### src/design/assert_macros.svh
// Assertion macros shared by the parser modules.
`ifndef ASSERT_MACROS_SVH
`define ASSERT_MACROS_SVH

// Clocked assertion that is switched off while reset is active.
`define RABP_ASSERT(label, clk, rst_n, prop, msg) \
    label: assert property (@(posedge clk) disable iff (!rst_n) prop) else $error(msg);

// Clocked assertion that is checked during reset as well.
`define RABP_ASSERT_ALWAYS(label, clk, prop, msg) \
    label: assert property (@(posedge clk) prop) else $error(msg);

`endif

### src/design/rabp_pkg.sv
// Package with the types, codes and constants of the request parser.
`timescale 1ns / 1ps

package rabp_pkg;

    // Default widths of the length and count numbers.
    localparam int LENGTH_BITS_DEF = 20;
    localparam int COUNT_BITS_DEF  = 16;

    // Widths of the result fields.
    localparam int KIND_W  = 2;
    localparam int VALUE_W = 20;
    localparam int INDEX_W = 16;
    localparam int ERR_W   = 3;
    localparam int TDATA_W = 40;
    localparam int TUSER_W = 3;

    // Protocol characters.
    localparam logic [7:0] CHAR_STAR   = 8'h2A;
    localparam logic [7:0] CHAR_DOLLAR = 8'h24;
    localparam logic [7:0] CHAR_CR     = 8'h0D;
    localparam logic [7:0] CHAR_LF     = 8'h0A;
    localparam logic [7:0] CHAR_0      = 8'h30;
    localparam logic [7:0] CHAR_9      = 8'h39;
    localparam logic [7:0] CHAR_LOW_A  = 8'h61;
    localparam logic [7:0] CHAR_LOW_Z  = 8'h7A;
    localparam logic [7:0] CASE_OFFSET = 8'h20;

    // Result kinds.
    localparam logic [KIND_W-1:0] KIND_ARRAY   = 2'd0;
    localparam logic [KIND_W-1:0] KIND_ELEMENT = 2'd1;
    localparam logic [KIND_W-1:0] KIND_PAYLOAD = 2'd2;
    localparam logic [KIND_W-1:0] KIND_ERROR   = 2'd3;

    // Error codes.
    localparam logic [ERR_W-1:0] ERR_NONE         = 3'd0;
    localparam logic [ERR_W-1:0] ERR_NO_STAR      = 3'd0;
    localparam logic [ERR_W-1:0] ERR_NO_COUNT_LF  = 3'd1;
    localparam logic [ERR_W-1:0] ERR_NO_DOLLAR    = 3'd2;
    localparam logic [ERR_W-1:0] ERR_NO_LENGTH_LF = 3'd3;
    localparam logic [ERR_W-1:0] ERR_BAD_DIGIT    = 3'd4;

    // Parse phases, one-hot.
    typedef enum logic [8:0] {
        PH_IDLE     = 9'b000000001,
        PH_DROP     = 9'b000000010,
        PH_COUNT    = 9'b000000100,
        PH_COUNT_LF = 9'b000001000,
        PH_DOLLAR   = 9'b000010000,
        PH_LEN      = 9'b000100000,
        PH_LEN_LF   = 9'b001000000,
        PH_PAYLOAD  = 9'b010000000,
        PH_TRAILER  = 9'b100000000
    } rabp_phase_t;

    // One result item as it travels from the parser to the output stage.
    typedef struct packed {
        logic [KIND_W-1:0]  kind;
        logic [VALUE_W-1:0] value;
        logic [INDEX_W-1:0] element_index;
        logic               last_of_element;
        logic               last_of_message;
        logic [ERR_W-1:0]   error_code;
    } rabp_result_t;

endpackage

### src/design/resp_array_bulk_parser_top.sv
// Top level of the byte-serial request parser for arrays of bulk strings.
//
// Usage: request bytes enter on the s_ channel, one byte per item (s_tdata).
// Each accepted byte gives zero or one result item on the m_ channel: the
// array header with its count, each element header with its length, each
// payload byte, or one error item after a protocol fault, after which bytes
// are dropped until the next star. m_tlast marks the item that ends the
// request. The cfg_ channel writes uppercase_first (reset 1), which folds
// letters of element 0 to upper case; write it only while the block is idle.
// Results are registered in the output or skid slot. Throughput: one byte
// per cycle while s_tready is high, set by the single state update and
// times-ten accumulate between the state registers and the output slot.
// Reset (aresetn low, synchronous) returns the parser to waiting for a star
// and empties the output. When the receiver stalls, a two-entry output
// buffer holds results; s_tready falls only once both entries are full.
`timescale 1ns / 1ps

module resp_array_bulk_parser_top #(
    parameter int LENGTH_BITS = rabp_pkg::LENGTH_BITS_DEF,
    parameter int COUNT_BITS  = rabp_pkg::COUNT_BITS_DEF
) (
    input  logic                         aclk,
    input  logic                         aresetn,
    // Input bytes. s_tdata[7:0] data_byte.
    input  logic                         s_tvalid,
    output logic                         s_tready,
    input  logic [7:0]                   s_tdata,
    // Result items.
    output logic                         m_tvalid,
    input  logic                         m_tready,
    // m_tdata: [19:0] value, [35:20] element_index, [38:36] error_code, [39] zero.
    output logic [rabp_pkg::TDATA_W-1:0] m_tdata,
    // m_tuser: [1:0] kind, [2] last_of_element.
    output logic [rabp_pkg::TUSER_W-1:0] m_tuser,
    output logic                         m_tlast,
    // Configuration: cfg_data[0] uppercase_first.
    input  logic                         cfg_valid,
    output logic                         cfg_ready,
    input  logic                         cfg_data
);
    import rabp_pkg::*;

    logic         uppercase_first_reg;
    logic         in_accept;
    logic         result_valid;
    rabp_result_t result;
    rabp_result_t m_result;

    assign cfg_ready = 1'b1;
    assign in_accept = s_tvalid && s_tready;

    // Configuration register.
    always_ff @(posedge aclk) begin
        if (!aresetn) begin
            uppercase_first_reg <= 1'b1;
        end else if (cfg_valid && cfg_ready) begin
            uppercase_first_reg <= cfg_data;
        end
    end

    rabp_parse_core #(
        .LENGTH_BITS (LENGTH_BITS),
        .COUNT_BITS  (COUNT_BITS)
    ) u_core (
        .aclk            (aclk),
        .aresetn         (aresetn),
        .in_accept       (in_accept),
        .data_byte       (s_tdata),
        .uppercase_first (uppercase_first_reg),
        .result_valid    (result_valid),
        .result          (result)
    );

    rabp_out_reg u_out (
        .aclk       (aclk),
        .aresetn    (aresetn),
        .push_valid (in_accept && result_valid),
        .push_data  (result),
        .in_ready   (s_tready),
        .m_valid    (m_tvalid),
        .m_ready    (m_tready),
        .m_data     (m_result)
    );

    // Pack the result item onto the stream ports.
    assign m_tdata = {1'b0, m_result.error_code, m_result.element_index, m_result.value};
    assign m_tuser = {m_result.last_of_element, m_result.kind};
    assign m_tlast = m_result.last_of_message;

endmodule

### src/design/rabp_parse_core.sv
// Parse state machine: one byte in, at most one result out, each accepting cycle.
`timescale 1ns / 1ps
`include "assert_macros.svh"

module rabp_parse_core #(
    parameter int LENGTH_BITS = rabp_pkg::LENGTH_BITS_DEF,
    parameter int COUNT_BITS  = rabp_pkg::COUNT_BITS_DEF
) (
    input  logic                aclk,
    input  logic                aresetn,
    input  logic                in_accept,
    input  logic [7:0]          data_byte,
    input  logic                uppercase_first,
    output logic                result_valid,
    output rabp_pkg::rabp_result_t result
);
    import rabp_pkg::*;

    localparam int ACC_W = (LENGTH_BITS > COUNT_BITS) ? LENGTH_BITS : COUNT_BITS;
    localparam int NUM_W = ACC_W + 4;
    localparam logic [NUM_W-1:0] COUNT_MAX = NUM_W'((64'd1 << COUNT_BITS) - 64'd1);
    localparam logic [NUM_W-1:0] LEN_MAX   = NUM_W'((64'd1 << LENGTH_BITS) - 64'd1);

    rabp_phase_t            phase_reg, phase_next;
    logic [ACC_W-1:0]       acc_reg, acc_next;
    logic [COUNT_BITS-1:0]  elems_left_reg, elems_left_next;
    logic [COUNT_BITS-1:0]  cur_elem_reg, cur_elem_next;
    logic [LENGTH_BITS-1:0] bytes_left_reg, bytes_left_next;
    logic [1:0]             skip_left_reg, skip_left_next;

    logic                   is_digit;
    logic [NUM_W-1:0]       acc_ext;
    logic [NUM_W-1:0]       digit_sum;
    logic                   count_ok;
    logic                   len_ok;
    logic [31:0]            idx_wide;
    logic [31:0]            acc_wide;
    logic [LENGTH_BITS-1:0] bytes_dec;
    logic [1:0]             skip_dec;
    logic [COUNT_BITS-1:0]  elems_dec;
    logic [7:0]             payload_byte;
    logic                   last_el;
    logic                   start_req;
    logic                   do_fail;
    logic [ERR_W-1:0]       fail_code;

    // Decimal accumulate: acc * 10 + digit, checked against the range limits.
    always_comb begin
        is_digit  = (data_byte >= CHAR_0) && (data_byte <= CHAR_9);
        acc_ext   = NUM_W'(acc_reg);
        digit_sum = (acc_ext << 3) + (acc_ext << 1) + NUM_W'(data_byte - CHAR_0);
        count_ok  = is_digit && (digit_sum <= COUNT_MAX);
        len_ok    = is_digit && (digit_sum <= LEN_MAX);
        idx_wide  = 32'(cur_elem_reg);
        acc_wide  = 32'(acc_reg);
        bytes_dec = (bytes_left_reg == '0) ? '0 : bytes_left_reg - LENGTH_BITS'(1);
        skip_dec  = (skip_left_reg == 2'd0) ? 2'd0 : skip_left_reg - 2'd1;
        elems_dec = (elems_left_reg == '0) ? '0 : elems_left_reg - COUNT_BITS'(1);
        last_el   = (bytes_left_reg == LENGTH_BITS'(1));
        // Letters of the command name may be folded to upper case.
        if ((cur_elem_reg == '0) && uppercase_first &&
            (data_byte >= CHAR_LOW_A) && (data_byte <= CHAR_LOW_Z)) begin
            payload_byte = data_byte - CASE_OFFSET;
        end else begin
            payload_byte = data_byte;
        end
    end

    // Next state and result for the byte on the input.
    always_comb begin
        phase_next      = phase_reg;
        acc_next        = acc_reg;
        elems_left_next = elems_left_reg;
        cur_elem_next   = cur_elem_reg;
        bytes_left_next = bytes_left_reg;
        skip_left_next  = skip_left_reg;
        start_req       = 1'b0;
        do_fail         = 1'b0;
        fail_code       = ERR_NONE;
        result_valid    = 1'b0;
        result          = '0;

        case (phase_reg)
            PH_DROP: begin
                start_req = (data_byte == CHAR_STAR);
            end
            PH_COUNT: begin
                if (data_byte == CHAR_CR) begin
                    phase_next = PH_COUNT_LF;
                end else if (count_ok) begin
                    acc_next = digit_sum[ACC_W-1:0];
                end else begin
                    do_fail   = 1'b1;
                    fail_code = ERR_BAD_DIGIT;
                end
            end
            PH_COUNT_LF: begin
                if (data_byte != CHAR_LF) begin
                    do_fail   = 1'b1;
                    fail_code = ERR_NO_COUNT_LF;
                end else begin
                    elems_left_next        = acc_reg[COUNT_BITS-1:0];
                    cur_elem_next          = '0;
                    phase_next             = (acc_reg == '0) ? PH_IDLE : PH_DOLLAR;
                    result_valid           = 1'b1;
                    result.kind            = KIND_ARRAY;
                    result.value           = acc_wide[VALUE_W-1:0];
                    result.last_of_message = (acc_reg == '0);
                end
            end
            PH_DOLLAR: begin
                if (data_byte != CHAR_DOLLAR) begin
                    do_fail   = 1'b1;
                    fail_code = ERR_NO_DOLLAR;
                end else begin
                    acc_next   = '0;
                    phase_next = PH_LEN;
                end
            end
            PH_LEN: begin
                if (data_byte == CHAR_CR) begin
                    phase_next = PH_LEN_LF;
                end else if (len_ok) begin
                    acc_next = digit_sum[ACC_W-1:0];
                end else begin
                    do_fail   = 1'b1;
                    fail_code = ERR_BAD_DIGIT;
                end
            end
            PH_LEN_LF: begin
                if (data_byte != CHAR_LF) begin
                    do_fail   = 1'b1;
                    fail_code = ERR_NO_LENGTH_LF;
                end else begin
                    bytes_left_next = acc_reg[LENGTH_BITS-1:0];
                    if (acc_reg == '0) begin
                        phase_next     = PH_TRAILER;
                        skip_left_next = 2'd2;
                    end else begin
                        phase_next = PH_PAYLOAD;
                    end
                    result_valid           = 1'b1;
                    result.kind            = KIND_ELEMENT;
                    result.value           = acc_wide[VALUE_W-1:0];
                    result.element_index   = idx_wide[INDEX_W-1:0];
                    result.last_of_element = (acc_reg == '0);
                    result.last_of_message = (acc_reg == '0) &&
                                             (elems_left_reg == COUNT_BITS'(1));
                end
            end
            PH_PAYLOAD: begin
                bytes_left_next = bytes_dec;
                if (bytes_dec == '0) begin
                    phase_next     = PH_TRAILER;
                    skip_left_next = 2'd2;
                end
                result_valid           = 1'b1;
                result.kind            = KIND_PAYLOAD;
                result.value           = VALUE_W'(payload_byte);
                result.element_index   = idx_wide[INDEX_W-1:0];
                result.last_of_element = last_el;
                result.last_of_message = last_el && (elems_left_reg == COUNT_BITS'(1));
            end
            PH_TRAILER: begin
                // Two bytes after each payload are skipped unchecked.
                skip_left_next = skip_dec;
                if (skip_dec == 2'd0) begin
                    elems_left_next = elems_dec;
                    cur_elem_next   = cur_elem_reg + COUNT_BITS'(1);
                    phase_next      = (elems_dec == '0) ? PH_IDLE : PH_DOLLAR;
                end
            end
            default: begin
                // Waiting for the star that opens a request.
                if (data_byte == CHAR_STAR) begin
                    start_req = 1'b1;
                end else begin
                    do_fail   = 1'b1;
                    fail_code = ERR_NO_STAR;
                end
            end
        endcase

        // A star opens a fresh request.
        if (start_req) begin
            phase_next      = PH_COUNT;
            acc_next        = '0;
            cur_elem_next   = '0;
            elems_left_next = '0;
            bytes_left_next = '0;
            skip_left_next  = 2'd0;
        end

        // A protocol fault gives one error item and then drops bytes.
        if (do_fail) begin
            phase_next           = PH_DROP;
            result_valid         = 1'b1;
            result               = '0;
            result.kind          = KIND_ERROR;
            result.element_index = idx_wide[INDEX_W-1:0];
            result.error_code    = fail_code;
        end
    end

    // State registers advance on every accepted byte.
    always_ff @(posedge aclk) begin
        if (!aresetn) begin
            phase_reg      <= PH_IDLE;
            acc_reg        <= '0;
            elems_left_reg <= '0;
            cur_elem_reg   <= '0;
            bytes_left_reg <= '0;
            skip_left_reg  <= 2'd0;
        end else if (in_accept) begin
            phase_reg      <= phase_next;
            acc_reg        <= acc_next;
            elems_left_reg <= elems_left_next;
            cur_elem_reg   <= cur_elem_next;
            bytes_left_reg <= bytes_left_next;
            skip_left_reg  <= skip_left_next;
        end
    end

    // An accepted error item always leaves the parser dropping bytes.
    `RABP_ASSERT(a_error_drops, aclk, aresetn, ((in_accept && result_valid && (result.kind == KIND_ERROR)) |=> (phase_reg == PH_DROP)), "error item did not lead to the drop phase")
    // Payload is only parsed while bytes remain in the element.
    `RABP_ASSERT(a_payload_left, aclk, aresetn, ((phase_reg == PH_PAYLOAD) |-> (bytes_left_reg != '0)), "payload phase with no bytes left")
    // The trailer phase always has bytes left to skip.
    `RABP_ASSERT(a_trailer_left, aclk, aresetn, ((phase_reg == PH_TRAILER) |-> (skip_left_reg != 2'd0)), "trailer phase with nothing to skip")

endmodule

### src/design/rabp_out_reg.sv
// Two-entry output register that lets the parser keep taking bytes under stall.
`timescale 1ns / 1ps
`include "assert_macros.svh"

module rabp_out_reg (
    input  logic                   aclk,
    input  logic                   aresetn,
    input  logic                   push_valid,
    input  rabp_pkg::rabp_result_t push_data,
    output logic                   in_ready,
    output logic                   m_valid,
    input  logic                   m_ready,
    output rabp_pkg::rabp_result_t m_data
);
    import rabp_pkg::*;

    logic         out_valid_reg;
    logic         skid_valid_reg;
    rabp_result_t out_data_reg;
    rabp_result_t skid_data_reg;
    logic         pop;

    assign pop      = out_valid_reg && m_ready;
    assign in_ready = !skid_valid_reg;
    assign m_valid  = out_valid_reg;
    assign m_data   = out_data_reg;

    // Control: the output slot holds the older item, the skid slot the newer.
    always_ff @(posedge aclk) begin
        if (!aresetn) begin
            out_valid_reg  <= 1'b0;
            skid_valid_reg <= 1'b0;
        end else if (pop) begin
            if (skid_valid_reg) begin
                skid_valid_reg <= push_valid;
            end else begin
                out_valid_reg <= push_valid;
            end
        end else if (!out_valid_reg) begin
            out_valid_reg <= push_valid;
        end else if (push_valid) begin
            skid_valid_reg <= 1'b1;
        end
    end

    // Item payload moves without reset.
    always_ff @(posedge aclk) begin
        if (pop) begin
            if (skid_valid_reg) begin
                out_data_reg  <= skid_data_reg;
                skid_data_reg <= push_data;
            end else begin
                out_data_reg <= push_data;
            end
        end else if (!out_valid_reg) begin
            out_data_reg <= push_data;
        end else if (push_valid) begin
            skid_data_reg <= push_data;
        end
    end

    // The skid slot is never filled while the output slot is empty.
    `RABP_ASSERT(a_skid_order, aclk, aresetn, (skid_valid_reg |-> out_valid_reg), "skid slot holds an item ahead of the output slot")
    // The skid slot only fills when an item is pushed into a stalled output.
    `RABP_ASSERT(a_skid_fill, aclk, aresetn, ($rose(skid_valid_reg) |-> $past(out_valid_reg && !m_ready && push_valid)), "skid slot filled without a stall")
    // No item is pushed while the buffer is full.
    `RABP_ASSERT(a_no_overflow, aclk, aresetn, ((skid_valid_reg && !pop) |-> !push_valid), "item pushed into a full output buffer")

endmodule

### config.mk
export PLATFORM = sky130hd
export DESIGN_NAME = resp_array_bulk_parser_top
export DESIGN_NICKNAME = d
export VERILOG_FILES = /design/src/design/rabp_pkg.sv /design/src/design/resp_array_bulk_parser_top.sv /design/src/design/rabp_parse_core.sv /design/src/design/rabp_out_reg.sv
export VERILOG_INCLUDE_DIRS = /design/src /design/src/design
export SDC_FILE = /design/constraint.sdc
export NUM_CORES = 1
export LEC_CHECK = 0
export ABC_AREA = 1
export BUFFER_PORTS_ARGS = -buffer_cell sky130_fd_sc_hd__buf_2
export CAP_MARGIN = 20
export CELL_PAD_IN_SITES_DETAIL_PLACEMENT = 1
export CELL_PAD_IN_SITES_GLOBAL_PLACEMENT = 2
export CORE_ASPECT_RATIO = 0.6
export CORE_MARGIN = 5
export CORE_UTILIZATION = 30
export DETAILED_ROUTE_END_ITERATION = 16
export MAX_ROUTING_LAYER = met4
export PLACE_DENSITY_LB_ADDON = 0.08
export SLEW_MARGIN = 40
export SYNTH_ARGS = -nofsm -noshare
export SYNTH_HDL_FRONTEND = slang
export SYNTH_SLANG_ARGS = --single-unit
### constraint.sdc
create_clock -name aclk -period 9.6 [get_ports aclk]
set_input_delay 0 -clock aclk [delete_from_list [all_inputs] [get_ports aclk]]
set_output_delay 0 -clock aclk [all_outputs]
set_load 0.02 [all_outputs]
[Word-level counts from Yosys, hierarchy flattened]
Index checks and enable logic that the tools add are counted.
Widths: inputs -> output; s select.
Cells by class
  $add $sub $neg: 8
  $lt $le $gt $ge: 6
  eq/ne operators: 34
  mux-type cells: 82
  reductions and logical operators: 37
Operator list (count)
  $mux 43: 8
  $mux 20: 10
  $mux 16: 7
  $mux 9: 10
  $pmux 22 s3: 1
  $pmux 16 s2: 2
  $pmux 9 s7: 1
  $logic_not 20->1: 3
  $pmux 20 s3: 1
  $logic_not 16->1: 3
  $pmux 20 s2: 1
  $mux 39: 1
  $pmux 17 s2: 1
  $add 23x21->24: 1
  $add 24x24->24: 1
  $le 24x16->1 const B: 1
  $le 24x20->1 const B: 1
  $eq 20x1->1 const B: 1
  $sub 20x1->20 const B: 1
  $mux 1: 19
  $add 16x1->16 const B: 1
  $eq 16x1->1 const B: 1
  $ne 4x1->1 const B: 4
  $sub 16x1->16 const B: 1
  other kinds (49): 86
Word-level totals
  register bits: 172
  input port bits: 14
  output and inout bits: 47
  logic and storage cells: 188

[Logic depth before layout (Yosys ltp)]
Gate-level depths: netlist of run 1.
  depth in word-level cells: 12
  depth in mapped cells: 29
  depth with buffers taken out: 29

[Modules after synthesis]
A second synthesis of run 1 with hierarchy kept.
Unflattened totals
  cells, all modules: 1507
  area total of the unflattened synthesis: 11277.1 um2
Modules (own cells, without submodules)
  rabp_parse_core: instances 1, cells each 1253, area an instance 7885.1 um2, sequential area each 1661.6 um2
  rabp_out_reg: instances 1, cells each 241, area an instance 3310.7 um2, sequential area each 2622.5 um2
  resp_array_bulk_parser_top: instances 1, cells each 13, area an instance 81.3 um2, sequential area each 20.0 um2

[Least setup slack after synthesis of run 1]
No wires, ideal clock.
  kind: input to register
  start: in s_tdata[4]
  end: reg u_out.skid_data_reg[0] (netlist name) (enable)
  setup time: 0.503 ns
  data arrival time: 6.246 ns
  required time: 9.097 ns
  setup slack: 2.851 ns
  cell stages on the path: 19
  path buffers: 0
  cell sequence: ha_1 -> nor2_1 -> fa_1 -> ha_1 -> nand2_2 -> inv_1 -> a21oi_2 -> nor2_1 -> nor2_1 -> nand3_1 -> nand2_1 -> nor2_1 -> nand3_1 -> nand2_2 -> nand3_4 -> nand2_4 -> nand2_1 -> nand2_1 -> o21ai_0
On the way
  word-level cells in the longest chain between the ends: 11
  elaborated cells between the ends (all ways): 27
  classes of those cells: add/sub: 2; order compare: 4; eq/ne: 4; mux: 11; reduce/logical: 6
RTL lines
  start, declared: line resp_array_bulk_parser_top.sv:27  | input logic [7:0] s_tdata,
  $sub 8x6->9: line rabp_parse_core.sv:51  | digit_sum = (acc_ext << 3) + (acc_ext << 1) + NUM_W'(data_byte - CHAR_0);
  $add 24x24->24: line rabp_parse_core.sv:51
  $le 24x20->1 or $le 24x16->1 (tied branches): line rabp_parse_core.sv:53, rabp_parse_core.sv:52
  $logic_and 1x1->1 (on tied branches): line rabp_parse_core.sv:53, rabp_parse_core.sv:52
  $mux 1 (on tied branches): line rabp_parse_core.sv:123, rabp_parse_core.sv:90
  $mux 1 (on tied branches): line rabp_parse_core.sv:121, rabp_parse_core.sv:88
  $pmux 1 s5: line rabp_parse_core.sv:83  | case (phase_reg)
  $mux 1 (*): line rabp_parse_core.sv:195  | if (do_fail) begin
  $logic_and 1x1->1 (*): line resp_array_bulk_parser_top.sv:77  | .push_valid (in_accept && result_valid),
  $reduce_bool 2->1 (no line) (*)
  $reduce_and 3->1 (no line) (*)
  end signal, assigned: line rabp_out_reg.sv:51  | skid_data_reg <= push_data;
  end signal, assigned: line rabp_out_reg.sv:58  | skid_data_reg <= push_data;
  end, declared: line rabp_out_reg.sv:20  | rabp_result_t skid_data_reg;
Every way passes the cells marked *; elsewhere a longest branch is shown, timed or not.
A chain may end at the register's enable or synchronous reset.

[Worst setup path after layout of run 1]
  start: reg u_core.acc_reg[12]
  end: reg u_core.acc_reg[0]
On the way
  word-level cells in the longest chain between the ends: 6
  elaborated cells between the ends (all ways): 9
  classes of those cells: add/sub: 2; order compare: 2; eq/ne: 2; reduce/logical: 3
RTL lines
  start, declared: line rabp_parse_core.sv:25  | logic [ACC_W-1:0] acc_reg, acc_next;
  start signal, assigned: line rabp_parse_core.sv:216  | acc_reg <= acc_next;
  $add 23x21->24 (*): line rabp_parse_core.sv:51
  $add 24x24->24 (*): line rabp_parse_core.sv:51
  $le 24x20->1 or $le 24x16->1 (tied branches): line rabp_parse_core.sv:53, rabp_parse_core.sv:52
  $logic_and 1x1->1 (on tied branches): line rabp_parse_core.sv:53, rabp_parse_core.sv:52
  $ne 3x1->1 (no line)
  $reduce_and 7->1 (no line) (*)
Marks and branches as above.

==> impl_metrics.toml, run 1 <==
[setup_path]
cp_max_fo = 21
crit_type = "reg2reg"
worstPathRequired_ns = 9.95
path_cells = "fa_1 > ha_1 > nand2_1 > nand2_1 > nand2_1 > nand3_1 > a21oi_1 > nand2_1 > nand2_1 > nand3_1 > nor2_1 > nand2_1 > o21ai_1 > nand3_1 > nand2_1 > inv_2 > nor2_1 > nor2_1"
crit_arrival_ns = 5.13
max_stage_delay_ns = 0.85
end_kind = "register"
startpoint_type = "register"
crit_slowest_cell = "dfxtp_1"
cp_common_cell = "nand2_1"

[global_routing]
grt_max_degree = 51
grt_pass1_wl_um = 71000
grt_remaining_overflow = 0
grt_util_all_layers = 0.222
antenna_found_initial = 1
grt_pass1_vias = 10855

[floorplanning]
die-width_um = 266
core-area_mm2 = 0.0390
initial_core_util = 0.303
ios = 61
core.rowCount = 56
die_h_um = 164
dieArea_mm2 = 0.0437

[timing]
setup_viol = 0
rsz0062_at_grt = "no"
tightest_slew_ns = 0.950
max_clock_freq_mhz = 209
fin_tns_setup_ns = 0
fin_crit_ns = 4.78
finalCritPeriodShare = 0.498
slew_headroom = 0.361
slew_violations = 0
fin_skew_ns = 0.0139
hold_viol_final = 0

[placement]
hpwl_um = 36900
placedCellCount = 2195
gp_congestion = 0.898
portBuffers = 58
place_area_mm2 = 0.0126

[cells_and_area]
drive_above_1_share = 0.133
final_cell_mix = "nand2_1 (433), inv_1 (212), nor2_1 (177)"
final_common_cell = "nand2_1"
layout.cells.non_filler = 2231
area_growth_pct = 11.6
fin_area_mm2 = 0.0132
num-nets-final = 1764
fin_util = 0.339

[cts]
postCtsSetupBuffers = 0
cts.sinks = 172
cts_root_buffer = "clkbuf_16"
clock_tree.buffer_depth = 2
cts_tree = "built"
clk_pin_slew_worst_paths_ns = 0.08
post_cts_resized = 0
clkLatencyLatePin_ns = 0.46
cts_buffers = 17
htree_levels = 4

[logic_synthesis]
synthesis.nets = 1727
synth_top_area_frac = 0.218
ys_types = 57
seq_area_frac_synth = 0.364
synth_area_leaders = "edfxtp_1 (22%), dfxtp_1 (15%), nand2_1 (14%), inv_1 (6.7%), nand3_1 (6.6%)"
synth_area_leader_cell = "edfxtp_1"
synth_area_mm2 = 0.0118
postSynthAreaPerCell_um2 = 7.14
ys_ff_latch = 172
synth_edf_count = 86
syn_inst = 1658
ys_dominant_reg_cell = "edfxtp_1"
synthArstFlopShare = 0
ys_warn_count = 0

[flow_run]
maxCapViolCount = 0

[routing]
wl_um = 47100
postRouteAntennaNets = 0
dr.first_iter.drc_count = 1122
met1Wirelength_um = 26800
via_count = 11087
wl_met3_um = 3000
wl_met2_um = 16900
route.top_layer_used = "met4"
viasPerCell = 4.97
drc = 0
first_pass_iters = 5
wl_per_cell_um = 21.1

[power]
power_density_mw_per_mm2 = 160
power_mw = 2.12
cellLeakagePower_nw = 6.13
peakVddDrop_uv = 120

[outcome]
status = "completed"

[min_path]
hold_path.class = "in2reg"
[worst max-delay path: cells and delay by family (launching register included)]
family | cells | cell delay, ns
simple gates | 13 | 2.24
fa+ha+maj | 2 | 0.94
flops | 1 | 0.85
compound gates | 2 | 0.40
buf+inv | 1 | 0.25
[stage by stage]
step                hold WS, ns  worst slack [ns]
floorplan                 0.100              2.85
global placement          0.206              4.79
detailed placement        0.230              4.79
CTS                      0.0302              4.76
global route             0.0668              4.43
finish                   0.0422              4.82
[cell type report]
cell class	count	area (µm²)
multi-input combinational	1197	6420
sequential	172	4300
clock buffer	17	425
antenna	1	2.50
fill	4884	25800
timing repair buffer	67	365
clock inverter	15	144
inverter	240	902
tap	522	653
[routing by layer]
layer  vias to the layer above  track usage
li1                       5477            -
met1                      5332        0.370
met2                       258        0.270
met3                        20       0.0440
met4                         0       0.0320
met5                         -            -
[cell families after synthesis]
kind of cell             share of synthesized area
XOR/XNOR                                   0.00962
AO/OA/AOI/OAI                               0.0947
AND/OR/NAND/NOR                              0.347
buffers and inverters                       0.0991
other                                     0.000634
adder cells (fa/ha/maj)                     0.0702
multiplexers                                0.0156
flip-flops                                   0.364
[Yosys cell counts, types with 3 or more instances]
master    count
nand2_1     434
inv_1       212
nor2_1      179
nand3_1     155
dfxtp_1      86
edfxtp_1     86
a21oi_1      76
o21ai_0      51
ha_1         36
nor3_1       26
or2_2        23
inv_2        22
nand2_2      21
nand4_1      21
o211ai_1     21
fa_1         19
clkbuf_1     18
nor2_2       18
o21ai_1      14
buf_2        13
mux2_2       12
nor4_1       12
xor2_1       12
a211oi_1      7
buf_4         7
buf_6         6
buf_1         5
clkinv_1      5
mux2i_1       5
nand3_2       5
o21bai_1      4
o22ai_1       4
o31ai_1       4
nand3b_1      3
nor2_4        3
nor3_2        3
o21ai_2       3
[power breakdown]
group          switching, mW  total, mW  internal [mW]
Sequential            0.0443      0.875          0.831
Clock                  0.357      0.703          0.346
Combinational          0.389      0.538          0.148
[repair_timing]
action	4_1_cts	5_1_grt
hold endpoints to repair	2	0
hold buffers	3	0
setup endpoints to repair	0	0
[worst paths after layout]
check                            from                        to  slack [ns]  depth (start not counted)
max reg2reg        u_core.acc_reg[12]         u_core.acc_reg[0]        4.82                         18
min reg2reg  u_core.elems_left_reg[9]  u_core.elems_left_reg[9]        0.48                          2
min                        s_tdata[0]         u_core.acc_reg[0]        0.04                          5
max                u_core.acc_reg[12]         u_core.acc_reg[0]        4.82                         18
Power figures use the tool's default switching activity.
==> run 2, diff against run 1 <==
- clock period: 9.6 -> 4.5 ns (I/O delays scaled with it)
==> run 2 against run 1 <==
  * Cell count increased by 1.2%
  * Global-route usage is essentially flat
  * Via count up 2.1%
  * Utilization up 0.61 points
  * First-iteration DRC count shrank 14%
  * Non-clock buffer count is 27 higher
  * Sequential power increased by 110%
  * Critical path type unchanged
  * Clock-buffer cell count stayed put
  * Setup slack worse by 4.6 ns
  * Hold slack improved by 0.013 ns
  * Sequential cell count did not move
==> impl_metrics.toml, run 2 (synthesis gave the netlist of run 1 again) <==
[cells_and_area]
fin_util = 0.345
layout.cells.non_filler = 2257
regArea_mm2 = 0.00430
num-nets-final = 1791
fillers = 4844
multi_input_area_mm2 = 0.00640
final_cell_mix = "nand2_1 (433), inv_1 (211), nor2_1 (178)"
area_growth_pct = 13.7
antennaDiodeCount = 0
drive_above_1_share = 0.146
final_common_cell = "nand2_1"

[global_routing]
grt_pass1_vias = 11002
antenna_found_initial = 0
grt_util_all_layers = 0.222
grt_pass1_wl_um = 71000
grt_max_degree = 45
grt_remaining_overflow = 0

[setup_path]
startpoint_type = "register"
end_kind = "register"
crit_start = "u_core.acc_reg[1]"
crit_type = "reg2reg"
worstPathRequired_ns = 4.64
r2r_slack_ns = 0.26
cp_max_fo = 16
r2r_start = "u_core.acc_reg[1]"
crit_arrival_ns = 4.38

[power]
p_int_mw = 2.87
sequentialPowerShare = 0.405
clock_power_share = 0.333
power_switching_mw = 1.70
cellLeakagePower_nw = 6.29
p_sw_frac = 0.373
power_density_mw_per_mm2 = 340
power_frac_comb = 0.262
peakVddDrop_uv = 266

[routing]
first_pass_iters = 5
via_count = 11324
viasPerCell = 5.02
drc = 0
dr.first_iter.drc_count = 969
wl_um = 47100
postRouteAntennaNets = 0
wl_per_cell_um = 20.9

[min_path]
hp-start = "s_tdata[0]"
hold_path.class = "in2reg"

[timing]
slew_violations = 0
max_clock_freq_mhz = 236
fin_tns_setup_ns = 0
hold_viol_final = 0
hold-worst-slack_ns = 0.0554
fin_skew_ns = 0.0139
fin_crit_ns = 4.24
slew_headroom = 0.416
setup_viol = 0
tightest_slew_ns = 0.876
finalCritPeriodShare = 0.942
rsz0062_at_grt = "no"

[floorplanning]
initial_core_util = 0.303
dieArea_mm2 = 0.0437
core-area_mm2 = 0.0390
ios = 61
die-width_um = 266
core.rowCount = 56
die_h_um = 164

[cts]
post_cts_resized = 0
cts_root_buffer = "clkbuf_16"
clk_pin_slew_worst_paths_ns = 0.08
cts_buffers = 17
htree_levels = 4
cts_tree = "built"
clkLatencyLatePin_ns = 0.46
cts.sinks = 172
clock_tree.buffer_depth = 2
postCtsSetupBuffers = 0

[placement]
placedCellCount = 2222
gp_congestion = 0.884
portBuffers = 58
hpwl_um = 37400

[outcome]
status = "completed"

[flow_run]
maxCapViolCount = 0
==> run 2: final cells by class <==
| type | instances | share of cell area |
|---|---|---|
| clock buffers | 17 | 0.0316 |
| clock inverters | 15 | 0.0126 |
| inverters | 240 | 0.0670 |
| multi-input cells | 1197 | 0.475 |
| flip-flops and latches | 172 | 0.320 |
| well taps | 522 | 0.0485 |
| repair buffers | 94 | 0.0450 |
==> run 2: worst paths after layout <==
kind | cells past startpoint | to
min reg2reg | 2 | u_core.elems_left_reg[9]
max | 21 | u_out.skid_data_reg[29]
max reg2reg | 21 | u_out.skid_data_reg[29]
min | 5 | u_core.acc_reg[0]
==> run 2: routing by layer <==
layer | GRT usage | vias to the layer above | wire (µm)
met5 | - | - | 0
met4 | 0.0327 | 0 | 339
met3 | 0.0385 | 19 | 2580
met2 | 0.269 | 237 | 16700
met1 | 0.375 | 5531 | 27500
li1 | - | 5537 | -
==> run 2: critical path: stages (launching register included) <==
cell,delay [ns]
dfxtp_1,0.51
inv_1,0.22
fa_1,0.55
inv_1,0.05
ha_1,0.35
or2_1,0.25
nand3b_1,0.10
nand2_1,0.22
nand2_1,0.13
nand2_1,0.10
nand2_1,0.10
nand2_1,0.05
nand2_1,0.05
nand2_1,0.08
nand3_1,0.15
nand2_2,0.11
nand3_4,0.10
nand2_4,0.08
nand2_1,0.13
nand2_1,0.11
o21ai_4,0.18
buf_4,0.27
==> run 2: power groups by stage <==
stage | logic (mW) | registers, mW | clock network [mW]
after global routing | 1.31 | 1.87 | 1.63
after CTS | 1.20 | 1.85 | 1.57
after global placement | 1.18 | 1.89 | 0
final | 1.20 | 1.85 | 1.52
after detailed placement | 1.19 | 1.89 | 0
after floorplan | 0.713 | 1.94 | 0
==> run 2: stage by stage <==
step | total power [mW] | instance area [µm²] | worst slack (ns)
after floorplan | 2.66 | 11900 | 0.128
after global placement | 3.06 | 12800 | 0.372
after detailed placement | 3.08 | 12800 | 0.293
after CTS | 4.61 | 13500 | 0.286
after global routing | 4.81 | 13500 | 0.0429
final | 4.57 | 13500 | 0.260
==> run 2: what timing repair did <==
action | in CTS | in global routing
endpoints found under the hold margin | 2 | 0
endpoints found under the setup margin | 0 | 0
hold buffers | 3 | 0
==> run 3, diff against run 2 <==
==> constraint.sdc (replaced) <==
create_clock -name aclk -period 4.5 [get_ports aclk]
set_input_delay 0.45 -clock aclk [delete_from_list [all_inputs] [get_ports aclk]]
set_output_delay 0.45 -clock aclk [all_outputs]
set_load 0.02 [all_outputs]
==> run 3 against run 2 <==
  * Critical endpoint is now u_out.skid_data_reg[3]
  * Sequential power is essentially flat
  * Utilization increased by 0.067 points
  * Combinational power barely moved
  * Non-clock buffer count is 2 lower
  * Cell count barely moved
  * First-iteration DRC count shrank 15%
  * Global-route usage down 0.076 points
  * Via count shrank 1.0%
  * Setup slack worse by 0.078 ns
  * Clock power rose by 5%
  * Fmax fell by 1.8%
==> impl_metrics.toml, run 3 (synthesis gave the netlist of run 1 again) <==
[power]
cellLeakagePower_nw = 6.30
power_mw = 4.66
power_density_mw_per_mm2 = 346
sequentialPowerShare = 0.399
power_switching_mw = 1.76
clock_power_share = 0.341
p_int_mw = 2.90
power_frac_comb = 0.259
p_sw_frac = 0.377
peakVddDrop_uv = 227

[floorplanning]
ios = 61
dieArea_mm2 = 0.0437
initial_core_util = 0.303
core-area_mm2 = 0.0390
core.rowCount = 56
die-width_um = 266
die_h_um = 164

[global_routing]
grt.met2_usage = 0.275
grt_use_met1 = 0.370
busiest_layer = "met1"
antenna_found_initial = 2
grt_remaining_overflow = 0
grt_pass1_vias = 11005
grt_max_degree = 45
grt_util_all_layers = 0.222
grt_pass1_wl_um = 70800
use_met3 = 0.0320

[routing]
viasPerCell = 4.97
wl_um = 46900
via_count = 11210
postRouteAntennaNets = 0
drc = 0
dr.first_iter.drc_count = 819
first_pass_iters = 7
wl_per_cell_um = 20.8

[cells_and_area]
area_growth_pct = 13.9
fillers = 4876
final_cell_mix = "nand2_1 (433), inv_1 (211), nor2_1 (177)"
num-nets-final = 1789
final_common_cell = "nand2_1"
regArea_mm2 = 0.00431
multi_input_area_mm2 = 0.00640
drive_above_1_share = 0.147

[cts]
cts.sinks = 172
postCtsSetupBuffers = 0
cts_buffers = 17
clk_pin_slew_worst_paths_ns = 0.08
clock_tree.buffer_depth = 2
post_cts_resized = 0
holdBufCountCts = 0
cts_tree = "built"
clkLatencyLatePin_ns = 0.47
htree_levels = 4
cts_root_buffer = "clkbuf_16"

[setup_path]
critPathBufInv = 3
cp_max_fo = 14
cp.depth = 19
crit_slowest_cell = "fa_1"
cp_common_cell = "nand2_1"
max_stage_delay_ns = 0.56
crit_family = "simple AND/OR/NAND/NOR gates"
crit_start = "u_core.acc_reg[2]"
r2r_start = "u_core.acc_reg[2]"
path_cells = "inv_1 > fa_1 > inv_1 > ha_1 > nand2_1 > nand3_2 > nand2_1 > nand3_2 > nand2_1 > nand2_1 > xor2_1 > nand3_1 > nand2_2 > nand3_4 > nand2_4 > nand2_1 > nand2_1 > o21ai_4 > buf_4"
crit_type = "reg2reg"
startpoint_type = "register"
end_kind = "register"
r2r_cells = 19
crit_arrival_ns = 4.53
worstPathRequired_ns = 4.71

[timing]
fin_crit_ns = 4.32
setup_viol = 0
slew_violations = 0
slew_headroom = 0.404
fin_skew_ns = 0.0197
hold_viol_final = 0
max_clock_freq_mhz = 232
finalCritPeriodShare = 0.960
fin_tns_setup_ns = 0
rsz0062_at_grt = "no"
tightest_slew_ns = 0.888

[min_path]
hold_path.class = "in2reg"
hold_depth = 2
hp-start = "cfg_valid"

[placement]
portBuffers = 58
hpwl_um = 37300
gp_congestion = 0.857

[outcome]
status = "completed"

[flow_run]
maxCapViolCount = 0
[run 3: changes by cell type in the layout (fill, tap and decap cells not counted), sizes merged]
cell	previous run	this run
buf	91	92
clkinv	12	14
clkinvlp	1	0
diode	0	1
dlygate4sd3	3	0
inv	242	241
[run 3: through the flow]
stage          cell area, µm²   util  cells  setup slack, ns  hold WS (ns)
5_1_grt                 13500  0.345   2255           0.0558         0.166
3_5_place_dp            12900  0.329   2223           -0.102         0.476
3_3_place_gp            12800  0.329   2223          -0.0901         0.473
4_1_cts                 13500  0.345   2255            0.196         0.150
2_1_floorplan           11900      -   1658            0.193         0.449
6_report                13500  0.345   2256            0.182         0.167
[run 3: final timing paths]
path	to	slack (ns)
max	u_out.skid_data_reg[3]	0.18
min	uppercase_first_reg	0.17
max reg2reg	u_out.skid_data_reg[3]	0.18
min reg2reg	u_core.elems_left_reg[9]	0.49
[run 3: cell type report]
cell class / count / share of cell area
Antenna cell: 1 / 0.000186
Clock buffer: 17 / 0.0316
Clock inverter: 15 / 0.0149
Inverter: 240 / 0.0669
Multi-Input combinational cell: 1197 / 0.474
Sequential cell: 172 / 0.319
Tap cell: 522 / 0.0484
Timing Repair Buffer: 92 / 0.0442
[run 3: power groups by stage]
stage                     clock network, mW  registers [mW]  logic, mW
after global placement                    0            1.89       1.19
final                                  1.59            1.86       1.21
after detailed placement                  0            1.90       1.20
after CTS                              1.63            1.86       1.21
after global routing                   1.70            1.87       1.33
after floorplan                           0            1.94      0.714
[run 3: layer usage]
metal | wire length, µm | vias to the layer above
met2 | 17200 | 194
met1 | 27400 | 5471
li1 | - | 5521
met5 | 0 | -
met4 | 301 | 0
met3 | 2120 | 24
